[src/hw/rtl/hkfi_pkg.sv]
// Shared types and constants for the HalfKP feature index extractor.
package hkfi_pkg;

    localparam int unsigned BB_W          = 64;
    localparam int unsigned SQ_W          = 6;
    localparam int unsigned KIND_W        = 3;
    localparam int unsigned IDX_W         = 16;
    localparam int unsigned FEAT_CNT_W    = 6;
    localparam int unsigned RESULTS_PER_ITEM = 32;
    localparam int unsigned RUN_W         = 5;

    localparam logic [IDX_W-1:0]  KING_STRIDE   = 16'd640;
    localparam logic [IDX_W-1:0]  SQUARE_STRIDE = 16'd10;
    localparam logic [IDX_W-1:0]  COLOR_STRIDE  = 16'd5;
    localparam logic [KIND_W-1:0] KIND_QUEEN    = 3'd4;

    typedef enum logic [1:0] {
        ST_IDLE,
        ST_PREP,
        ST_SCAN
    } hkfi_state_t;

    typedef struct packed {
        logic in_ready;
        logic load;
        logic prep;
        logic emit;
    } hkfi_cmd_t;

    typedef struct packed {
        logic item_ok;
        logic out_free;
        logic emit_last;
    } hkfi_status_t;

    // Binary index of a one-hot word.
    function automatic logic [SQ_W-1:0] onehot_index(input logic [BB_W-1:0] onehot);
        logic [SQ_W-1:0] idx;
        idx = '0;
        for (int i = 0; i < BB_W; i++) begin
            idx = idx | ({SQ_W{onehot[i]}} & SQ_W'(i));
        end
        return idx;
    endfunction

endpackage

[src/hw/rtl/hkfi_if.sv]
// Valid/ready channel interfaces for bitboard items and feature words.
interface hkfi_in_if;
    logic        valid;
    logic        ready;
    logic        first_of_board;
    logic [63:0] king_occupancy;
    logic [63:0] piece_bitboard;
    logic        piece_side;
    logic [2:0]  piece_kind;

    modport source (
        output valid, first_of_board, king_occupancy, piece_bitboard,
               piece_side, piece_kind,
        input  ready
    );
    modport sink (
        input  valid, first_of_board, king_occupancy, piece_bitboard,
               piece_side, piece_kind,
        output ready
    );
endinterface

interface hkfi_out_if;
    logic        valid;
    logic        ready;
    logic [15:0] feature_index;
    logic        last_of_run;
    logic [5:0]  feature_count;
    logic        limit_reached;

    modport source (
        output valid, feature_index, last_of_run, feature_count, limit_reached,
        input  ready
    );
    modport sink (
        input  valid, feature_index, last_of_run, feature_count, limit_reached,
        output ready
    );
endinterface

[src/hw/rtl/halfkp_feature_index_extractor_core.sv]
// HalfKP feature index extractor: top level joining sequencer and datapath.
// An item is taken while idle and the king base is formed in the cycle that
// follows, then one feature word per cycle while the output register is free;
// an item that fails its checks yields none. The output register lets the next
// item in while a word waits.
// Reset clears the sequencer state, the feature count and the output valid flag.
module halfkp_feature_index_extractor_core #(
    parameter int unsigned MAX_ACTIVE = 32
) (
    input  logic        clk,
    input  logic        rst_n,
    hkfi_in_if.sink     items,
    hkfi_out_if.source  features
);
    import hkfi_pkg::*;

    hkfi_cmd_t    cmd;
    hkfi_status_t status;

    hkfi_ctrl u_ctrl (
        .clk      (clk),
        .rst_n    (rst_n),
        .in_valid (items.valid),
        .status   (status),
        .cmd      (cmd)
    );

    hkfi_dp #(
        .MAX_ACTIVE (MAX_ACTIVE)
    ) u_dp (
        .clk               (clk),
        .rst_n             (rst_n),
        .cmd               (cmd),
        .status            (status),
        .in_first_of_board (items.first_of_board),
        .in_king_occupancy (items.king_occupancy),
        .in_piece_bitboard (items.piece_bitboard),
        .in_piece_side     (items.piece_side),
        .in_piece_kind     (items.piece_kind),
        .out_ready         (features.ready),
        .out_valid         (features.valid),
        .out_feature_index (features.feature_index),
        .out_last_of_run   (features.last_of_run),
        .out_feature_count (features.feature_count),
        .out_limit_reached (features.limit_reached)
    );

    assign items.ready = cmd.in_ready;

    a_limit_ends_run: assert property (@(posedge clk) disable iff (!rst_n)
        features.valid && features.limit_reached |-> features.last_of_run)
        else $error("limit reached on a word that is not last of run");

    a_index_range: assert property (@(posedge clk) disable iff (!rst_n)
        features.valid |-> (features.feature_index < 16'd40960))
        else $error("feature index out of range");

    a_no_emit_while_ready: assert property (@(posedge clk) disable iff (!rst_n)
        cmd.emit |-> !items.ready)
        else $error("word emitted while accepting items");

    a_emit_sets_valid: assert property (@(posedge clk) disable iff (!rst_n)
        cmd.emit |=> features.valid)
        else $error("emitted word not presented");

endmodule

[src/hw/rtl/hkfi_ctrl.sv]
// Sequencer: takes an item, prepares the king base, then pops one feature per cycle while the output is free.
module hkfi_ctrl (
    input  logic                  clk,
    input  logic                  rst_n,
    input  logic                  in_valid,
    input  hkfi_pkg::hkfi_status_t status,
    output hkfi_pkg::hkfi_cmd_t    cmd
);
    import hkfi_pkg::*;

    hkfi_state_t state_reg, state_next;

    always_ff @(posedge clk or negedge rst_n) begin
        if (!rst_n) begin
            state_reg <= ST_IDLE;
        end else begin
            state_reg <= state_next;
        end
    end

    always_comb begin
        state_next   = state_reg;
        cmd          = '0;
        unique case (state_reg)
            ST_IDLE:
            begin
                cmd.in_ready = 1'b1;
                if (in_valid) begin
                    cmd.load   = 1'b1;
                    state_next = ST_PREP;
                end
            end
            ST_PREP:
            begin
                cmd.prep   = 1'b1;
                state_next = status.item_ok ? ST_SCAN : ST_IDLE;
            end
            ST_SCAN:
            begin
                if (status.out_free) begin
                    cmd.emit = 1'b1;
                    if (status.emit_last) begin
                        state_next = ST_IDLE;
                    end
                end
            end
            default:
            begin
                state_next = ST_IDLE;
            end
        endcase
    end

endmodule

[src/hw/rtl/hkfi_dp.sv]
// Datapath: item registers, king base, bit popping, feature count and output word.
module hkfi_dp #(
    parameter int unsigned MAX_ACTIVE = 32
) (
    input  logic                          clk,
    input  logic                          rst_n,
    input  hkfi_pkg::hkfi_cmd_t           cmd,
    output hkfi_pkg::hkfi_status_t        status,
    input  logic                          in_first_of_board,
    input  logic [hkfi_pkg::BB_W-1:0]     in_king_occupancy,
    input  logic [hkfi_pkg::BB_W-1:0]     in_piece_bitboard,
    input  logic                          in_piece_side,
    input  logic [hkfi_pkg::KIND_W-1:0]   in_piece_kind,
    input  logic                          out_ready,
    output logic                          out_valid,
    output logic [hkfi_pkg::IDX_W-1:0]    out_feature_index,
    output logic                          out_last_of_run,
    output logic [hkfi_pkg::FEAT_CNT_W-1:0] out_feature_count,
    output logic                          out_limit_reached
);
    import hkfi_pkg::*;

    localparam int unsigned CNT_W = $clog2(MAX_ACTIVE + 1);
    localparam logic [CNT_W-1:0] CNT_MAX = CNT_W'(MAX_ACTIVE);

    logic [BB_W-1:0]   king_bb_reg;
    logic [BB_W-1:0]   pieces_reg;
    logic              color_reg;
    logic [KIND_W-1:0] kind_reg;
    logic [IDX_W-1:0]  base_reg;
    logic [CNT_W-1:0]  count_reg;
    logic [RUN_W-1:0]  run_reg;

    logic              out_valid_reg;
    logic [IDX_W-1:0]  out_index_reg;
    logic              out_last_reg;
    logic [FEAT_CNT_W-1:0] out_count_reg;
    logic              out_limit_reg;

    logic [BB_W-1:0]   king_low;
    logic [SQ_W-1:0]   king_sq;
    logic [IDX_W-1:0]  base_next;
    logic [BB_W-1:0]   piece_low;
    logic [BB_W-1:0]   pieces_next;
    logic [SQ_W-1:0]   piece_sq;
    logic [IDX_W-1:0]  index_next;
    logic [CNT_W-1:0]  count_next;
    logic              limit_next;
    logic              last_next;

    // King square and the per-item part of the index.
    assign king_low  = king_bb_reg & (~king_bb_reg + BB_W'(1));
    assign king_sq   = onehot_index(king_low);
    assign base_next = IDX_W'(IDX_W'(king_sq) * KING_STRIDE)
                     + IDX_W'(IDX_W'(color_reg) * COLOR_STRIDE)
                     + IDX_W'(kind_reg);

    // Lowest set piece bit, then cleared for the next pop.
    assign piece_low   = pieces_reg & (~pieces_reg + BB_W'(1));
    assign pieces_next = pieces_reg & (pieces_reg - BB_W'(1));
    assign piece_sq    = onehot_index(piece_low);
    assign index_next  = base_reg + IDX_W'(IDX_W'(piece_sq) * SQUARE_STRIDE);
    assign count_next  = count_reg + CNT_W'(1);
    assign limit_next  = (count_next >= CNT_MAX);
    assign last_next   = (pieces_next == '0) || limit_next
                      || (run_reg == RUN_W'(RESULTS_PER_ITEM - 1));

    assign status.item_ok   = (king_bb_reg != '0) && (kind_reg <= KIND_QUEEN)
                           && (pieces_reg != '0) && (count_reg < CNT_MAX);
    assign status.out_free  = !out_valid_reg || out_ready;
    assign status.emit_last = last_next;

    always_ff @(posedge clk or negedge rst_n) begin
        if (!rst_n) begin
            count_reg     <= '0;
            out_valid_reg <= 1'b0;
        end else begin
            if (cmd.load && in_first_of_board) begin
                count_reg <= '0;
            end else if (cmd.emit) begin
                count_reg <= count_next;
            end
            if (cmd.emit) begin
                out_valid_reg <= 1'b1;
            end else if (out_ready) begin
                out_valid_reg <= 1'b0;
            end
        end
    end

    always_ff @(posedge clk) begin
        if (cmd.load) begin
            king_bb_reg <= in_king_occupancy;
            pieces_reg  <= in_piece_bitboard;
            color_reg   <= in_piece_side;
            kind_reg    <= in_piece_kind;
            run_reg     <= '0;
        end else if (cmd.emit) begin
            pieces_reg  <= pieces_next;
            run_reg     <= run_reg + RUN_W'(1);
        end
        if (cmd.prep) begin
            base_reg <= base_next;
        end
        if (cmd.emit) begin
            out_index_reg <= index_next;
            out_last_reg  <= last_next;
            out_count_reg <= FEAT_CNT_W'({{FEAT_CNT_W{1'b0}}, count_next});
            out_limit_reg <= limit_next;
        end
    end

    assign out_valid         = out_valid_reg;
    assign out_feature_index = out_index_reg;
    assign out_last_of_run   = out_last_reg;
    assign out_feature_count = out_count_reg;
    assign out_limit_reached = out_limit_reg;

endmodule
[src/flat_wrapper.sv]
// flat-port wrapper written by rule: the top's interface ports become plain ports
module halfkp_feature_index_extractor_core_flat import hkfi_pkg::*;
#(
    parameter int unsigned MAX_ACTIVE = 32
)
  (clk, rst_n, items_valid, items_first_of_board, items_king_occupancy, items_piece_bitboard, items_piece_side, items_piece_kind, items_ready, features_valid, features_feature_index, features_last_of_run, features_feature_count, features_limit_reached, features_ready);
  hkfi_in_if items_i ();
  hkfi_out_if features_i ();
  input  logic clk;
  input  logic rst_n;
  input wire logic [$bits(items_i.valid)-1:0] items_valid;
  input wire logic [$bits(items_i.first_of_board)-1:0] items_first_of_board;
  input wire logic [$bits(items_i.king_occupancy)-1:0] items_king_occupancy;
  input wire logic [$bits(items_i.piece_bitboard)-1:0] items_piece_bitboard;
  input wire logic [$bits(items_i.piece_side)-1:0] items_piece_side;
  input wire logic [$bits(items_i.piece_kind)-1:0] items_piece_kind;
  output wire logic [$bits(items_i.ready)-1:0] items_ready;
  output wire logic [$bits(features_i.valid)-1:0] features_valid;
  output wire logic [$bits(features_i.feature_index)-1:0] features_feature_index;
  output wire logic [$bits(features_i.last_of_run)-1:0] features_last_of_run;
  output wire logic [$bits(features_i.feature_count)-1:0] features_feature_count;
  output wire logic [$bits(features_i.limit_reached)-1:0] features_limit_reached;
  input wire logic [$bits(features_i.ready)-1:0] features_ready;
  assign items_i.valid = items_valid;
  assign items_i.first_of_board = items_first_of_board;
  assign items_i.king_occupancy = items_king_occupancy;
  assign items_i.piece_bitboard = items_piece_bitboard;
  assign items_i.piece_side = items_piece_side;
  assign items_i.piece_kind = items_piece_kind;
  assign items_ready = items_i.ready;
  assign features_valid = features_i.valid;
  assign features_feature_index = features_i.feature_index;
  assign features_last_of_run = features_i.last_of_run;
  assign features_feature_count = features_i.feature_count;
  assign features_limit_reached = features_i.limit_reached;
  assign features_i.ready = features_ready;
  halfkp_feature_index_extractor_core #(.MAX_ACTIVE(MAX_ACTIVE)) u_core (.clk(clk), .rst_n(rst_n), .items(items_i), .features(features_i));
endmodule
[config.mk]
export PLATFORM = sky130hd
export DESIGN_NAME = halfkp_feature_index_extractor_core_flat
export DESIGN_NICKNAME = d
export VERILOG_FILES = /design/src/hw/rtl/hkfi_pkg.sv /design/src/hw/rtl/hkfi_if.sv /design/src/hw/rtl/halfkp_feature_index_extractor_core.sv /design/src/hw/rtl/hkfi_ctrl.sv /design/src/hw/rtl/hkfi_dp.sv /design/src/flat_wrapper.sv
export SDC_FILE = /design/constraint.sdc
export NUM_CORES = 1
export LEC_CHECK = 0
export BUFFER_PORTS_ARGS = -buffer_cell sky130_fd_sc_hd__buf_2
export CORE_ASPECT_RATIO = 1.4
export CORE_UTILIZATION = 35
export DETAILED_ROUTE_END_ITERATION = 6
export PLACE_DENSITY = 0.51
export SLEW_MARGIN = 20
export SYNTH_ARGS = -nofsm -noshare
export SYNTH_HDL_FRONTEND = slang
export SYNTH_SLANG_ARGS = --single-unit
[constraint.sdc]
create_clock -name clk -period 10.75 [get_ports clk]
set_input_delay 0.5375 -clock clk [delete_from_list [all_inputs] [get_ports clk]]
set_output_delay 0.5375 -clock clk [all_outputs]
set_load 0.1 [all_outputs]
==> results_dict.tcl <==
set metrics [dict create \
    status "completed" \
    gr-usage-met1_pct 24.4 \
    synth_area_sq_um 10600 \
    syn2layout_area_growth_pct 17.4 \
    synth_top_family_by_area "simple AND/OR/NAND/NOR gates" \
    numCtsBuffers 17 \
    slew_headroom_pct 33.2 \
    dp_hpwl_um 27100 \
    crit_fanout 10 \
    ys_types 75 \
    fp-row-count 74 \
    clock.fmax_mhz 152 \
    drc 0 \
    antenna_found_initial 2 \
    yosysSeqAreaShare_pct 51.2 \
    fin_area_sq_um 12400 \
    die_area_sq_um 30900 \
    synth_top_cell_by_area "edfxtp_1" \
    utilization_pct 42.1 \
    finalSetupTns_ns 0 \
    final_common_cell "edfxtp_1" \
    layout_common_cells "edfxtp_1, buf_2, nand2_1" \
    drive_gt1_share_pct 18.6 \
    clk_path_buf_depth 2 \
    dr.first_iter.drc_count 478 \
    rsz0062_at_grt "false" \
    syn_area_per_cell_sq_um 10.0 \
    post-route-min-period_ns 6.56 \
    finalMaxSlewViolations 0 \
    power_mw 3.15 \
    start_util_pct 35.8 \
    nets 1379 \
    cp-end-kind "flip-flop" \
    fillers 2940 \
    finalWeightedCongestion 0.964 \
    busiest_layer "met2" \
    core_sq_um 29400 \
    leakage_nw 4.59 \
    power_density_nw_per_um2 255 \
    yosys.area_share.simple_pct 24.2 \
    grt_util_met2_pct 42.3 \
    grt_overflow_total 0 \
    grtUsageMet3_pct 3.91 \
    htree_num_levels 4 \
    synth_compound_area_share_pct 15.7 \
    vias 9269 \
    post_drt_wl_per_cell_um 21.5 \
    via_per_inst 5.78 \
    crit_type "reg -> reg" \
    pin_count 163 \
    die_h_um 207 \
    ys_ff_latch 183 \
    port_buffers 162 \
    synth_fa_ha_area_share_pct 3.98 \
    synthesis.nets 1221 \
    cts_tree "built" \
    maxCapViolations 0 \
    post_cts.repair.setup_buffers 0 \
    yosysWarningCount 0 \
    synth-xor-area-share_pct 2.16 \
    yosys.area.top_type_share_pct 48.1 \
    final.setup_skew_ns 0.0132 \
    drtPass1Iterations 5 \
    multi_input_area_sq_um 4900 \
    yosys-top-cells-area "edfxtp_1, nand2_1, o21ai_0" \
    clk_pin_slew_ns 0.08 \
    antenna_left 0 \
    syn_inst 1053 \
    ir_drop_v 0.000117 \
    layoutNonFillerInstCount 1605 \
    synth_mux_area_share_pct 0.320 \
    final-setup-viol-count 0 \
    worst_pin_slew_ns 0.993 \
    dpl-instance-area_sq_um 11800 \
    die_w_um 149 \
    ys.flop_type "edfxtp_1" \
    grt_use_total_pct 23.0 \
    hold_class "in -> reg" \
    final_hold_viol_count 0 \
    root_buffer "clkbuf_16" \
    first_global_vias 9457 \
    critPathLaunchType "flip-flop" \
    grt_pass1_wl_um 53200 \
    grt_max_degree 106 \
    cp.arrival_ns 6.77 \
    worstSkewPairLatency_ns 0.46 \
    synth-async-reset-ratio_pct 4.92 \
    fin_crit_sh_pct 61.0 \
    regArea_sq_um 5400 \
    synth_edf_count 169 \
    routed_wl_um 34500 \
    cts_sinks 183 \
    critPathRequiredTime_ns 10.96 \
    place_inst 1571 \
]
-- metrics by stage --
step           hold WS, ns  worst slack (ns)
3_5_place_dp         0.408              4.28
6_report             0.254              4.19
3_3_place_gp         0.403              4.47
4_1_cts              0.231              4.27
5_1_grt              0.232              3.59
2_1_floorplan        0.242              5.26
-- kinds of logic after synthesis --
logic type | Yosys count
AOI/OAI and AO/OA | 250
xor gates and xnor gates | 26
adders and majority gates | 32
buffers and inverters | 66
DFF | 183
muxes | 3
and+or+nand+nor | 493
-- cell type report --
cell class	instances	share of cell area [%]
clock buffers	17	3.43
multi-input cells	804	39.6
well taps	380	3.84
clock inverters	15	1.31
inverters	33	1.04
diodes	1	0.0202
flip-flops and latches	183	43.6
repair buffers	172	7.17
-- cells in the mapped netlist, drive strengths merged (10+ instances only) --
| cell type | n |
|---|---|
| o21ai | 86 |
| ha | 28 |
| or3 | 10 |
| nand3 | 46 |
| edfxtp | 169 |
| nor4 | 47 |
| or4 | 16 |
| o31ai | 17 |
| nand4 | 34 |
| o21a | 10 |
| and3 | 14 |
| xor2 | 10 |
| inv | 33 |
| nand2 | 131 |
| nor3 | 49 |
| nor2 | 85 |
| xnor2 | 16 |
| o41ai | 11 |
| clkbuf | 30 |
| a21oi | 38 |
-- metal layers --
metal | wire length (um) | vias to the layer above
met5 | 10 | -
met4 | 1740 | 2
met3 | 1730 | 91
met2 | 18500 | 361
met1 | 12600 | 4397
li1 | - | 4418
-- critical path, stage by stage, from the launching register on --
cell and delay, ns:
edfxtp_1 0.51, nor4_2 0.73, nand4_1 0.51, nor3_1 0.91
nand3_1 0.28, o41ai_1 0.49, a2111oi_0 0.18, nand2_1 0.12
nand4bb_1 0.17, ha_1 0.28, ha_1 0.29, a21o_1 0.17
a21oi_1 0.21, xnor2_1 0.10, ha_1 0.29, inv_1 0.06
nor4_1 0.37, o21a_1 0.16, o21a_1 0.12, o21a_1 0.16
nand2_1 0.08, xnor2_1 0.12
-- repair_timing --
item / 4_1_cts / 5_1_grt
endpoints found under the hold margin: 9 / 0
hold buffers: 1 / 0
gates resized for setup: 0 / 0
endpoints found under the setup margin: 0 / 0
-- worst paths after layout --
kind | from | endpoint | slack (ns) | cells after the start
min reg2reg | u_core.u_dp.base_reg[0] | u_core.u_dp.out_feature_index[0] | 0.42 | 0
max | u_core.u_dp.pieces_reg[10] | u_core.u_dp.out_feature_index[12] | 4.19 | 21
max reg2reg | u_core.u_dp.pieces_reg[10] | u_core.u_dp.out_feature_index[12] | 4.19 | 21
min in group asynchronous | rst_n | u_core.u_dp.count_reg[4] | 0.47 | 2
min | items_king_occupancy[10] | u_core.u_dp.king_bb_reg[10] | 0.25 | 1
max in group asynchronous | rst_n | u_core.u_ctrl.state_reg[0] | 10.08 | 2
-- where the power goes --
group	switching, mW	internal [mW]
clock network	0.320	0.311
registers	0.307	1.13
logic	0.787	0.299
total	1.41	1.74
Note: power is estimated with default switching activity, not from simulation.
